### config.mk
export PLATFORM = sky130hd
export DESIGN_NAME = mpf_sqrt
export DESIGN_NICKNAME = d
export VERILOG_FILES = /design/src/design/mpf_pkg.sv /design/src/design/mpf_sqrt.sv
export SDC_FILE = /design/constraint.sdc
export NUM_CORES = 2
export LEC_CHECK = 0
export BUFFER_PORTS_ARGS = -buffer_cell sky130_fd_sc_hd__buf_2
export CAP_MARGIN = 0
export CORE_MARGIN = 5
export CORE_UTILIZATION = 45
export DETAILED_ROUTE_END_ITERATION = 10
export HOLD_SLACK_MARGIN = 0.05
export PLACE_DENSITY_LB_ADDON = 0.08
export RECOVER_POWER = 25
export SYNTH_ARGS = -nofsm -noshare
export SYNTH_HDL_FRONTEND = slang
export SYNTH_SLANG_ARGS = --single-unit
### constraint.sdc
create_clock -name clock -period 7.96 [get_ports clock]
set_input_delay 1.194 -clock clock [delete_from_list [all_inputs] [get_ports clock]]
set_output_delay 1.194 -clock clock [all_outputs]
set_load 0.1 [all_outputs]
### src/design/mpf_pkg.sv
package mpf_pkg;

   localparam int WORD_W    = 32;
   localparam int QUO_W     = 32;
   localparam int STEP_D    = QUO_W + 1;
   localparam int NUM_W     = 49;
   localparam int RAD_W     = 64;
   localparam int REQ_W     = 304;
   localparam int RSP_W     = 160;

   localparam logic [30:0] Q_ONE_CFG = 31'd65536;
   localparam logic [16:0] WGT_ONE   = 17'd65536;
   localparam logic signed [32:0] Q_HALF = 33'sd32768;

   typedef enum logic [2:0] {
      CSR_ATTRACT = 3'd0,
      CSR_REPULSE = 3'd1,
      CSR_DRAG    = 3'd2,
      CSR_NOISE   = 3'd3,
      CSR_OUTER   = 3'd4,
      CSR_INNER   = 3'd5,
      CSR_NSCALE  = 3'd6,
      CSR_ENERGY  = 3'd7
   } csr_index_type;

   function automatic logic [31:0] mag32(input logic signed [31:0] a);
      return a[31] ? (~a + 32'd1) : a;
   endfunction

   function automatic logic signed [35:0] sx36(input logic signed [31:0] a);
      return {{4{a[31]}}, a};
   endfunction

   function automatic logic signed [31:0] sat_mag(input logic [63:0] m, input logic neg);
      logic [63:0] nm;
      nm = ~m + 64'd1;
      if (neg) begin
         return (m > 64'h8000_0000) ? 32'sh8000_0000 : nm[31:0];
      end
      return (m > 64'h7FFF_FFFF) ? 32'sh7FFF_FFFF : m[31:0];
   endfunction

   function automatic logic signed [31:0] sat32(input logic signed [35:0] v);
      if (v > 36'sh0_7FFF_FFFF) begin
         return 32'sh7FFF_FFFF;
      end
      if (v < 36'shF_8000_0000) begin
         return 32'sh8000_0000;
      end
      return v[31:0];
   endfunction

   function automatic logic signed [31:0] qmul(input logic signed [32:0] a,
                                               input logic signed [32:0] b);
      logic [32:0] ma;
      logic [32:0] mb;
      logic [63:0] prod;
      ma   = a[32] ? (~a + 33'd1) : a;
      mb   = b[32] ? (~b + 33'd1) : b;
      prod = 64'(ma[31:0]) * 64'(mb[31:0]);
      return sat_mag((prod + 64'h8000) >> 16, a[32] ^ b[32]);
   endfunction

   function automatic logic signed [31:0] sdiv(input logic [31:0] q, input logic ovf,
                                               input logic neg);
      return sat_mag(ovf ? 64'hFFFF_FFFF_FFFF_FFFF : {32'h0, q}, neg);
   endfunction

endpackage

### src/design/mpf_sqrt.sv
module mpf_sqrt (
   input  logic        clock,
   input  logic        en,
   input  logic [63:0] rad,
   output logic [31:0] root
);

   logic [63:0] rem_ff  [0:mpf_pkg::QUO_W];
   logic [31:0] root_ff [0:mpf_pkg::QUO_W];
   logic [63:0] rem_in  [1:mpf_pkg::QUO_W];
   logic [31:0] root_in [1:mpf_pkg::QUO_W];

   always_comb begin
      logic [65:0] trial;
      for (int k = 0; k < mpf_pkg::QUO_W; k++) begin
         trial = (66'(root_ff[k]) << (mpf_pkg::QUO_W - k))
               + (66'd1 << (2 * (mpf_pkg::QUO_W - 1 - k)));
         if (66'(rem_ff[k]) >= trial) begin
            rem_in[k+1]  = 64'(66'(rem_ff[k]) - trial);
            root_in[k+1] = root_ff[k] | (32'd1 << (mpf_pkg::QUO_W - 1 - k));
         end else begin
            rem_in[k+1]  = rem_ff[k];
            root_in[k+1] = root_ff[k];
         end
      end
   end

   always_ff @(posedge clock) begin
      if (en) begin
         rem_ff[0]  <= rad;
         root_ff[0] <= '0;
         for (int k = 1; k <= mpf_pkg::QUO_W; k++) begin
            rem_ff[k]  <= rem_in[k];
            root_ff[k] <= root_in[k];
         end
      end
   end

   assign root = root_ff[mpf_pkg::QUO_W];

endmodule

==> metrics <==
grt total ovfl=0; DRC=0; Initial Util=45.2%; setup TNS=0 ps; Placer Congestion=0.890; PwrDens=291 nW/um^2; Avg Inst Size Synth=12.7 sq um; CTS-repair resized insts=0; WP buf/inv=1; final setup skew=50.2 ps; status=finished, violations left; crit path launch type=register; Total Wirelength=295 mm; FF+latch count, synth=2576; Min Hold Slack=433 ps; die height=531 um; clk sinks=2576; Compound-Gate Fraction of Synth Area=9.08%; gr usage total=20.4%; share of the synthesized area in the top cell type=63.3%; setup violators final=0; synth top area cells=edfxtp_1 63%, ha_1 5.7%, xor2_1 3.2%; post-synthesis xor/xnor area fraction=6.25%; port bufs=97; vias post-DR=76800; mux cell area share after synthesis=0.691%; max incr delay on CP=1110 ps; Top delay family on crit path=simple AND/OR/NAND/NOR gates; RSZ-0062 raised after global routing=no; DR iter-0 viols=6096; largest net degree at the start of global routing=210; Max Transition Viols Final=0; post-synth net total=10300; pre-CTS setup slack=2850 ps; Arr. time, crit path=5760 ps; global-route wire length before repair=449 mm; layout cells sized above 1=7.22%; Fill cells=23400; largest family of logic cells by synthesized area=simple AND/OR/NAND/NOR gates; total CTS buffers=292; P_leak=0.0510 uW; dpl hpwl=217 mm; crit share post-route=65.0%; CP cell instances=ha_1 -> nand4b_1 -> or4_1 -> nor4_1 -> nor3_1 -> o211ai_1 -> buf_4 -> nor2b_1 -> o31ai_1 -> nor4b_1 -> xor2_1; area of the mapped netlist=122000 sq um; Tmin final=5180 ps; Pre-Repair DR Iteration Count=8; Crit-path slowest cell=nor4_1; adder-cell share of the synthesized area=5.71%; Post-Synthesis Cells=9664; Hold Path Class=register to register; Crit. End Element=register; Primary FF master, synth=edfxtp_1; Synth area leader=edfxtp_1; Nets=10600; # hold bufs at CTS=0; final worst slack=2780 ps; Max Cap Viol=1; Worst-path clk slew=60 ps; CTS max path bufs=4; post-synth cell types=87; slew of the pin with the lowest slew margin=1430 ps; YS warnings=0; vias in the first global route=75500; register area share after synthesis=63.3%; CTS tree=done; DIE AREA=282000 sq um; crit-path max FO=52; clk root buf=clkbuf_16; # rows=191; post-DR vias/cell=5.58; ys async rst share=0%; normalized max-slew margin=1.95%; Crit Path Category=register to register; Post-CTS Setup Inserts=0; initial antenna violation count=12; Post-synth EDFFs=2576; wire length per cell=21.4 um; chip width=531 um; failing checks=max-capacitance violations; Layout area overhead=11.7%; Required @ worst endpoint=8540 ps; VDD IR max=0.190 mV; register area=77400 sq um; IO Pins=98; Simple-Gate Fraction of Synth Area=12.2%; clk_lat worst skew=890 ps; Core Box Area=271000 sq um; Hold Fails Final Rpt=0; Routed Antenna Nets=0; H-tree depth=5; Achievable Freq=193 MHz; multi-input logic area=41700 sq um
[Yosys cell counts (10+ instances only)]
cell / n
a2111oi_0: 19
nor2b_1: 66
nor4_1: 366
o2111ai_1: 17
or4_1: 64
nor2_1: 682
a31oi_1: 52
o21bai_1: 56
nand2_1: 567
mux2_2: 67
nand4_1: 168
or3_1: 124
o41ai_1: 12
ha_1: 558
a21o_1: 227
a21boi_0: 27
and2_1: 27
nor3b_1: 20
xnor2_1: 420
a211o_1: 11
nand3b_1: 41
nand3_1: 135
o31a_1: 10
a21oi_1: 637
and4_1: 13
or2_2: 45
o21ai_0: 399
a211oi_1: 44
and3_1: 46
a31o_2: 11
nand4b_1: 24
o21a_1: 100
nor4b_1: 67
nand2b_1: 104
buf_1: 15
o211ai_1: 43
xor2_1: 453
edfxtp_1: 2576
nor4bb_1: 11
o31ai_1: 46
inv_1: 715
nor3_1: 282
and4b_1: 12
clkbuf_1: 151
[stage by stage]
stage               instance area [sq um]  cells  total power (uW)  util (%)
floorplan                          122000   9664             24100         -
global placement                   127000  13200             26900      47.0
detailed placement                 127000  13200             26900      47.0
CTS                                137000  13700             40200      50.4
global route                       137000  13700             41800      50.4
finish                             137000  13700             39800      50.4
[area by class of cell]
| type | instances | share of cell area, % |
|---|---|---|
| diodes | 3 | 0.00550 |
| well taps | 3570 | 3.27 |
| clock buffers | 345 | 5.57 |
| multi-input cells | 6193 | 30.5 |
| clock inverters | 175 | 1.21 |
| flip-flops and latches | 2576 | 56.6 |
| inverters | 718 | 1.97 |
| repair buffers | 166 | 0.837 |
[kinds of logic (layout without fill, tap and decap cells)]
| kind of cell | count (synthesis) | in the layout |
|---|---|---|
| AO/OA/AOI/OAI | 1801 | 1801 |
| multiplexers | 76 | 76 |
| other | 0 | 3 |
| flip-flops | 2576 | 2576 |
| AND/OR/NAND/NOR | 2885 | 2885 |
| adder cells (fa/ha/maj) | 558 | 558 |
| XOR/XNOR | 873 | 873 |
| buffers and inverters | 895 | 1404 |
[per-layer routing]
layer	routed length [um]	vias up	share of wire (%)	GRT usage, %
li1	-	36800	-	-
met1	133000	37800	45	28.2
met2	139000	1668	47	33.6
met3	13800	490	4.7	3.03
met4	8690	2	2.9	5.89
met5	13	-	0.0044	0
[registers in the layout, indices dropped and copies added, names as in the netlist]
name     count
root_ff    528
rem_ff    2048
[layout by cell type (no fill, tap or decap), types with 104 or more instances in the layout]
cell type | Yosys | final
xor2_1 | 453 | 453
nand2b_1 | 104 | 104
or3_1 | 124 | 124
o21ai_0 | 399 | 398
clkbuf_16 | 0 | 297
a21o_1 | 227 | 227
a21oi_1 | 637 | 635
nor2_1 | 682 | 680
nor4_1 | 366 | 364
ha_1 | 558 | 558
edfxtp_1 | 2576 | 2576
nor3_1 | 282 | 282
nand2_1 | 567 | 567
inv_1 | 715 | 715
nand4_1 | 168 | 168
xnor2_1 | 420 | 420
nand3_1 | 135 | 135
[where the power goes]
part / total, uW / internal, uW / leakage [uW] / switching [uW]
logic: 8130 / 3270 / 0.0217 / 4860
registers: 18600 / 17200 / 0.0248 / 1370
clock network: 13100 / 7610 / 0.00453 / 5470
total: 39800 / 28100 / 0.0510 / 11700
[final timing paths]
kind                                   from                   endpoint  slack, ps  depth (start not counted)
setup / recovery  rem_ff[0][1637]$_DFFE_PP_  rem_ff[0][1722]$_DFFE_PP_       2780                         11
hold / removal     rem_ff[0][726]$_DFFE_PP_   rem_ff[0][790]$_DFFE_PP_        430                          0
setup reg to reg  rem_ff[0][1637]$_DFFE_PP_  rem_ff[0][1722]$_DFFE_PP_       2780                         11
hold reg to reg    rem_ff[0][726]$_DFFE_PP_   rem_ff[0][790]$_DFFE_PP_        430                          0
No activity file was read; power rests on OpenSTA's default activity.
