==> config.mk <==
export PLATFORM = sky130hd
export DESIGN_NAME = mpf_div
export DESIGN_NICKNAME = d
export VERILOG_FILES = /design/src/design/mpf_pkg.sv /design/src/design/mpf_div.sv
export SDC_FILE = /design/constraint.sdc
export NUM_CORES = 2
export LEC_CHECK = 0
export BUFFER_PORTS_ARGS = -buffer_cell sky130_fd_sc_hd__buf_2
export CELL_PAD_IN_SITES_DETAIL_PLACEMENT = 0
export CELL_PAD_IN_SITES_GLOBAL_PLACEMENT = 1
export CORE_MARGIN = 4
export CORE_UTILIZATION = 45
export DETAILED_ROUTE_END_ITERATION = 16
export PLACE_DENSITY_LB_ADDON = 0.1
export SLEW_MARGIN = 10
export SYNTH_ARGS = -nofsm -noshare
export SYNTH_HDL_FRONTEND = slang
export SYNTH_SLANG_ARGS = --single-unit
==> constraint.sdc <==
create_clock -name clock -period 11.6 [get_ports clock]
set_input_delay 0 -clock clock [delete_from_list [all_inputs] [get_ports clock]]
set_output_delay 0 -clock clock [all_outputs]
set_load 0.02 [all_outputs]
==> src/design/mpf_pkg.sv <==
package mpf_pkg;

   localparam int WORD_W    = 32;
   localparam int QUO_W     = 32;
   localparam int STEP_D    = QUO_W + 1;
   localparam int NUM_W     = 49;
   localparam int RAD_W     = 64;
   localparam int REQ_W     = 304;
   localparam int RSP_W     = 160;

   localparam logic [30:0] Q_ONE_CFG = 31'd65536;
   localparam logic [16:0] WGT_ONE   = 17'd65536;
   localparam logic signed [32:0] Q_HALF = 33'sd32768;

   typedef enum logic [2:0] {
      CSR_ATTRACT = 3'd0,
      CSR_REPULSE = 3'd1,
      CSR_DRAG    = 3'd2,
      CSR_NOISE   = 3'd3,
      CSR_OUTER   = 3'd4,
      CSR_INNER   = 3'd5,
      CSR_NSCALE  = 3'd6,
      CSR_ENERGY  = 3'd7
   } csr_index_type;

   function automatic logic [31:0] mag32(input logic signed [31:0] a);
      return a[31] ? (~a + 32'd1) : a;
   endfunction

   function automatic logic signed [35:0] sx36(input logic signed [31:0] a);
      return {{4{a[31]}}, a};
   endfunction

   function automatic logic signed [31:0] sat_mag(input logic [63:0] m, input logic neg);
      logic [63:0] nm;
      nm = ~m + 64'd1;
      if (neg) begin
         return (m > 64'h8000_0000) ? 32'sh8000_0000 : nm[31:0];
      end
      return (m > 64'h7FFF_FFFF) ? 32'sh7FFF_FFFF : m[31:0];
   endfunction

   function automatic logic signed [31:0] sat32(input logic signed [35:0] v);
      if (v > 36'sh0_7FFF_FFFF) begin
         return 32'sh7FFF_FFFF;
      end
      if (v < 36'shF_8000_0000) begin
         return 32'sh8000_0000;
      end
      return v[31:0];
   endfunction

   function automatic logic signed [31:0] qmul(input logic signed [32:0] a,
                                               input logic signed [32:0] b);
      logic [32:0] ma;
      logic [32:0] mb;
      logic [63:0] prod;
      ma   = a[32] ? (~a + 33'd1) : a;
      mb   = b[32] ? (~b + 33'd1) : b;
      prod = 64'(ma[31:0]) * 64'(mb[31:0]);
      return sat_mag((prod + 64'h8000) >> 16, a[32] ^ b[32]);
   endfunction

   function automatic logic signed [31:0] sdiv(input logic [31:0] q, input logic ovf,
                                               input logic neg);
      return sat_mag(ovf ? 64'hFFFF_FFFF_FFFF_FFFF : {32'h0, q}, neg);
   endfunction

endpackage

==> src/design/mpf_div.sv <==
module mpf_div (
   input  logic                       clock,
   input  logic                       en,
   input  logic [mpf_pkg::NUM_W-1:0]  num,
   input  logic [31:0]                den,
   output logic [31:0]                quot,
   output logic                       ovf
);

   logic [mpf_pkg::NUM_W-1:0] rem_ff [0:mpf_pkg::QUO_W];
   logic [31:0]               den_ff [0:mpf_pkg::QUO_W];
   logic [31:0]               q_ff   [0:mpf_pkg::QUO_W];
   logic                      ovf_ff [0:mpf_pkg::QUO_W];
   logic [mpf_pkg::NUM_W-1:0] rem_in [1:mpf_pkg::QUO_W];
   logic [31:0]               q_in   [1:mpf_pkg::QUO_W];

   always_comb begin
      logic [63:0] sub;
      for (int k = 0; k < mpf_pkg::QUO_W; k++) begin
         sub = 64'(den_ff[k]) << (mpf_pkg::QUO_W - 1 - k);
         if (64'(rem_ff[k]) >= sub) begin
            rem_in[k+1] = mpf_pkg::NUM_W'(64'(rem_ff[k]) - sub);
            q_in[k+1]   = q_ff[k] | (32'd1 << (mpf_pkg::QUO_W - 1 - k));
         end else begin
            rem_in[k+1] = rem_ff[k];
            q_in[k+1]   = q_ff[k];
         end
      end
   end

   always_ff @(posedge clock) begin
      if (en) begin
         rem_ff[0] <= num;
         den_ff[0] <= den;
         q_ff[0]   <= '0;
         ovf_ff[0] <= ({16'h0, num} >= {1'b0, den, 32'h0});
         for (int k = 1; k <= mpf_pkg::QUO_W; k++) begin
            rem_ff[k] <= rem_in[k];
            den_ff[k] <= den_ff[k-1];
            q_ff[k]   <= q_in[k];
            ovf_ff[k] <= ovf_ff[k-1];
         end
      end
   end

   assign quot = q_ff[mpf_pkg::QUO_W];
   assign ovf  = ovf_ff[mpf_pkg::QUO_W];

endmodule

==> metrics.cfg <==
[run_status]
status=finished, final reports clean

[synth]
synth_edf_count=3153
synth_cells=12800
synth_most_common_cell=edfxtp_1
synth_flop_cell=edfxtp_1
synth_area_leader_cell=edfxtp_1
synth.distinct_cells=98
yosysWarnings=0
yosysSeqAreaShare=0.600
ys_ff_latch=3153
synth_async_sr_flop_share=0
avgSynthCellArea_um2=12.3
yosys-top-cells-area=edfxtp_1 (60%), ha_1 (7.4%), inv_1 (2.8%)
synth_fp_nets=13900
synthDominantCellAreaShare=0.600
synthTopCellsByCount=edfxtp_1 (3153), inv_1 (1190), nand2_1 (974), ha_1 (936), a21oi_1 (864)
netlist_area_um2=158000

[timing]
relSlewSlack=0.232
period_share=0.405
tns_ns=0
fmax_ghz=0.213
grt_setup_unrepaired=false
finalSetupViolCount=0
hold_viol_final=0
finClkSkew_ns=0.0624
period_minus_slack_ns=4.70
tightest_slew_ns=1.15
slew_violations=0
whs_ns=0.107

[power_and_ir_drop]
p_leak_uw=0.0685
p_comb_frac=0.291
clkPwrFrac=0.285
power_uw=38300
power_density_nw_per_um2=217
internal-power_uw=25800
peakVddDrop_mv=0.149
sequentialPowerShare=0.424
p_switching_uw=12500
swShare=0.327

[place]
gp_congestion=0.914
hpwl_um=299000
numPortBuffers=115

[clocking]
insertion_delay_ns=0.94
clk_pin_slew_ns=0.06
cts-resized-gates=0
cts_tree=done
cts-root-buf=clkbuf_16
cts.sinks=3153
htreeDepth=5
postCtsSetupBuffers=0
clockBufferDepth=4
cts_buffers=349

[min_path]
hp-start=den[26]
hold_path_class=input pin to register

[detailed_routing]
wl_per_cell_um=21.9
ant_nets=0
viasPerCell=5.51
dr_total_vias=100000
drc_errors=0
drt-initial-drc-count=8016
routed_wl_um=399000
first_pass_iters=6

[floorplan]
io_pins=116
fp.dieW_um=600
die_h_um=600
placementRows=217
core_area_um2=349000
die-area_um2=360000
start_util=0.452

[setup_path]
worstPathMaxFanout=22
critPathMaxStageDelay_ns=0.44
r2r_start=rem_ff[0][703]$_DFFE_PP_
r2r_cells=15
crit_path_start_kind=register
path_class=register to register
critPathCapture=rem_ff[0][773]$_DFFE_PP_
slowest_stage=a221oi_2
worstPathRequired_ns=12.22
startpoint=rem_ff[0][703]$_DFFE_PP_
worstSetupEndpointType=register
reg2reg_to=rem_ff[0][773]$_DFFE_PP_
worstPathCellList=inv_1 > ha_1 > inv_1 > fa_1 > a21o_1 > a221oi_2 > a2111oi_0 > nor3_1 > o21bai_1 > a221o_1 > a221oi_2 > o21ai_1 > a21oi_4 > buf_4 > mux2_2
cp.arrival_ns=5.32
r2r_slack_ns=6.90

[grt]
grt-ovfl-total=0
gr-usage-all-layers=0.216
grt_pass1_vias=98100
grt_max_degree=187
antenna_found_initial=4
grt_pass1_wl_um=600000

[finish]
layout-drive-gt1-share=0.0818
fillers=30200
syn2layout_area_growth_pct=12.1
nNetsFinal=14300

[run]
maxCapViolations=0

## layout make-up
| class | instances | area, µm² | area share |
|---|---|---|---|
| Multi-Input combinational cell | 8258 | 57900 | 0.327 |
| Antenna cell | 1 | 2.50 | 0.0000141 |
| Inverter | 1192 | 4470 | 0.0253 |
| Sequential cell | 3153 | 94700 | 0.535 |
| Tap cell | 4599 | 5750 | 0.0325 |
| Clock buffer | 412 | 9180 | 0.0519 |
| Clock inverter | 217 | 2030 | 0.0115 |
| Timing Repair Buffer | 344 | 2860 | 0.0162 |
## stage by stage
stage,setup slack [ns],cell area (µm²),utilization,std cells
6_report,6.90,177000,0.506,18200
5_1_grt,6.60,177000,0.506,18200
4_1_cts,6.87,177000,0.506,18200
3_5_place_dp,6.91,164000,0.469,17400
3_3_place_gp,6.86,164000,0.469,17400
2_1_floorplan,7.85,158000,-,12800
## cell usage in the layout (no fill, tap or decap), types with 63 or more instances in the layout
cell / instances
a211oi_1: 83
dlygate4sd3_1: 165
nand2b_1: 129
o31ai_1: 84
edfxtp_1: 3153
a21o_1: 458
buf_2: 114
a31oi_1: 93
nor3_1: 204
o21a_1: 121
clkinv_2: 63
ha_1: 936
nand2_1: 974
nand4_1: 162
a21oi_1: 857
o21ai_0: 861
nor4_1: 187
inv_1: 1190
nand3_1: 206
nor2b_1: 152
xor2_1: 367
clkbuf_16: 359
xnor2_1: 478
clkinv_1: 65
and3_1: 82
nor2_1: 572
mux2_2: 257
o21bai_1: 126
## worst max-delay path: cells and delay by family, from the launching register on
family,cells,cell delay [ns]
simple gates,1,0.19
fa+ha+maj,2,0.59
compound gates,8,2.34
mux,1,0.38
buf+inv,3,0.54
flops,1,0.35
## cells by family after synthesis
family,Yosys count,share of synthesized area
multiplexers,312,0.0227
adder cells (fa/ha/maj),967,0.0781
AO/OA/AOI/OAI,3117,0.123
flip-flops,3153,0.600
buffers and inverters,1438,0.0346
AND/OR/NAND/NOR,3017,0.0944
XOR/XNOR,845,0.0469
## power groups by stage
stage / Sequential (µW) / Clock (µW) / Combinational (µW)
2_1_floorplan: 15600 / 0 / 8240
4_1_cts: 16300 / 11300 / 11100
3_5_place_dp: 16500 / 0 / 11000
6_report: 16300 / 10900 / 11200
5_1_grt: 16400 / 11700 / 12400
3_3_place_gp: 16500 / 0 / 10900
## state kept, by name, summed over array words and instances, names as in the netlist
register  cells
ovf_ff       33
den_ff     1024
q_ff        528
rem_ff     1568
## worst min-delay path by stage
stage                                         to  slack (ns)  depth (start not counted)
after floorplan           den_ff[0][0]$_DFFE_PP_         0.1                          0
after global placement    rem_ff[0][3]$_DFFE_PP_        0.19                          1
after detailed placement  rem_ff[0][7]$_DFFE_PP_        0.19                          1
after CTS                 ovf_ff[0][0]$_DFFE_PP_       0.004                          5
after global routing      ovf_ff[0][0]$_DFFE_PP_        0.07                          5
final                     ovf_ff[0][0]$_DFFE_PP_        0.11                          5
## per-layer routing
metal / vias up / routed length [µm] / global-route usage
met4: 0 / 10200 / 0.0555
met3: 525 / 14400 / 0.0224
met2: 2074 / 202000 / 0.384
li1: 48700 / - / -
met1: 48800 / 172000 / 0.282
met5: - / 0 / 0
## repair_timing
item / CTS / global route
endpoints found under the hold margin: 653 / 0
setup endpoints to repair: 0 / 0
hold buffers: 165 / 0
(Power assumes the default switching activity.)
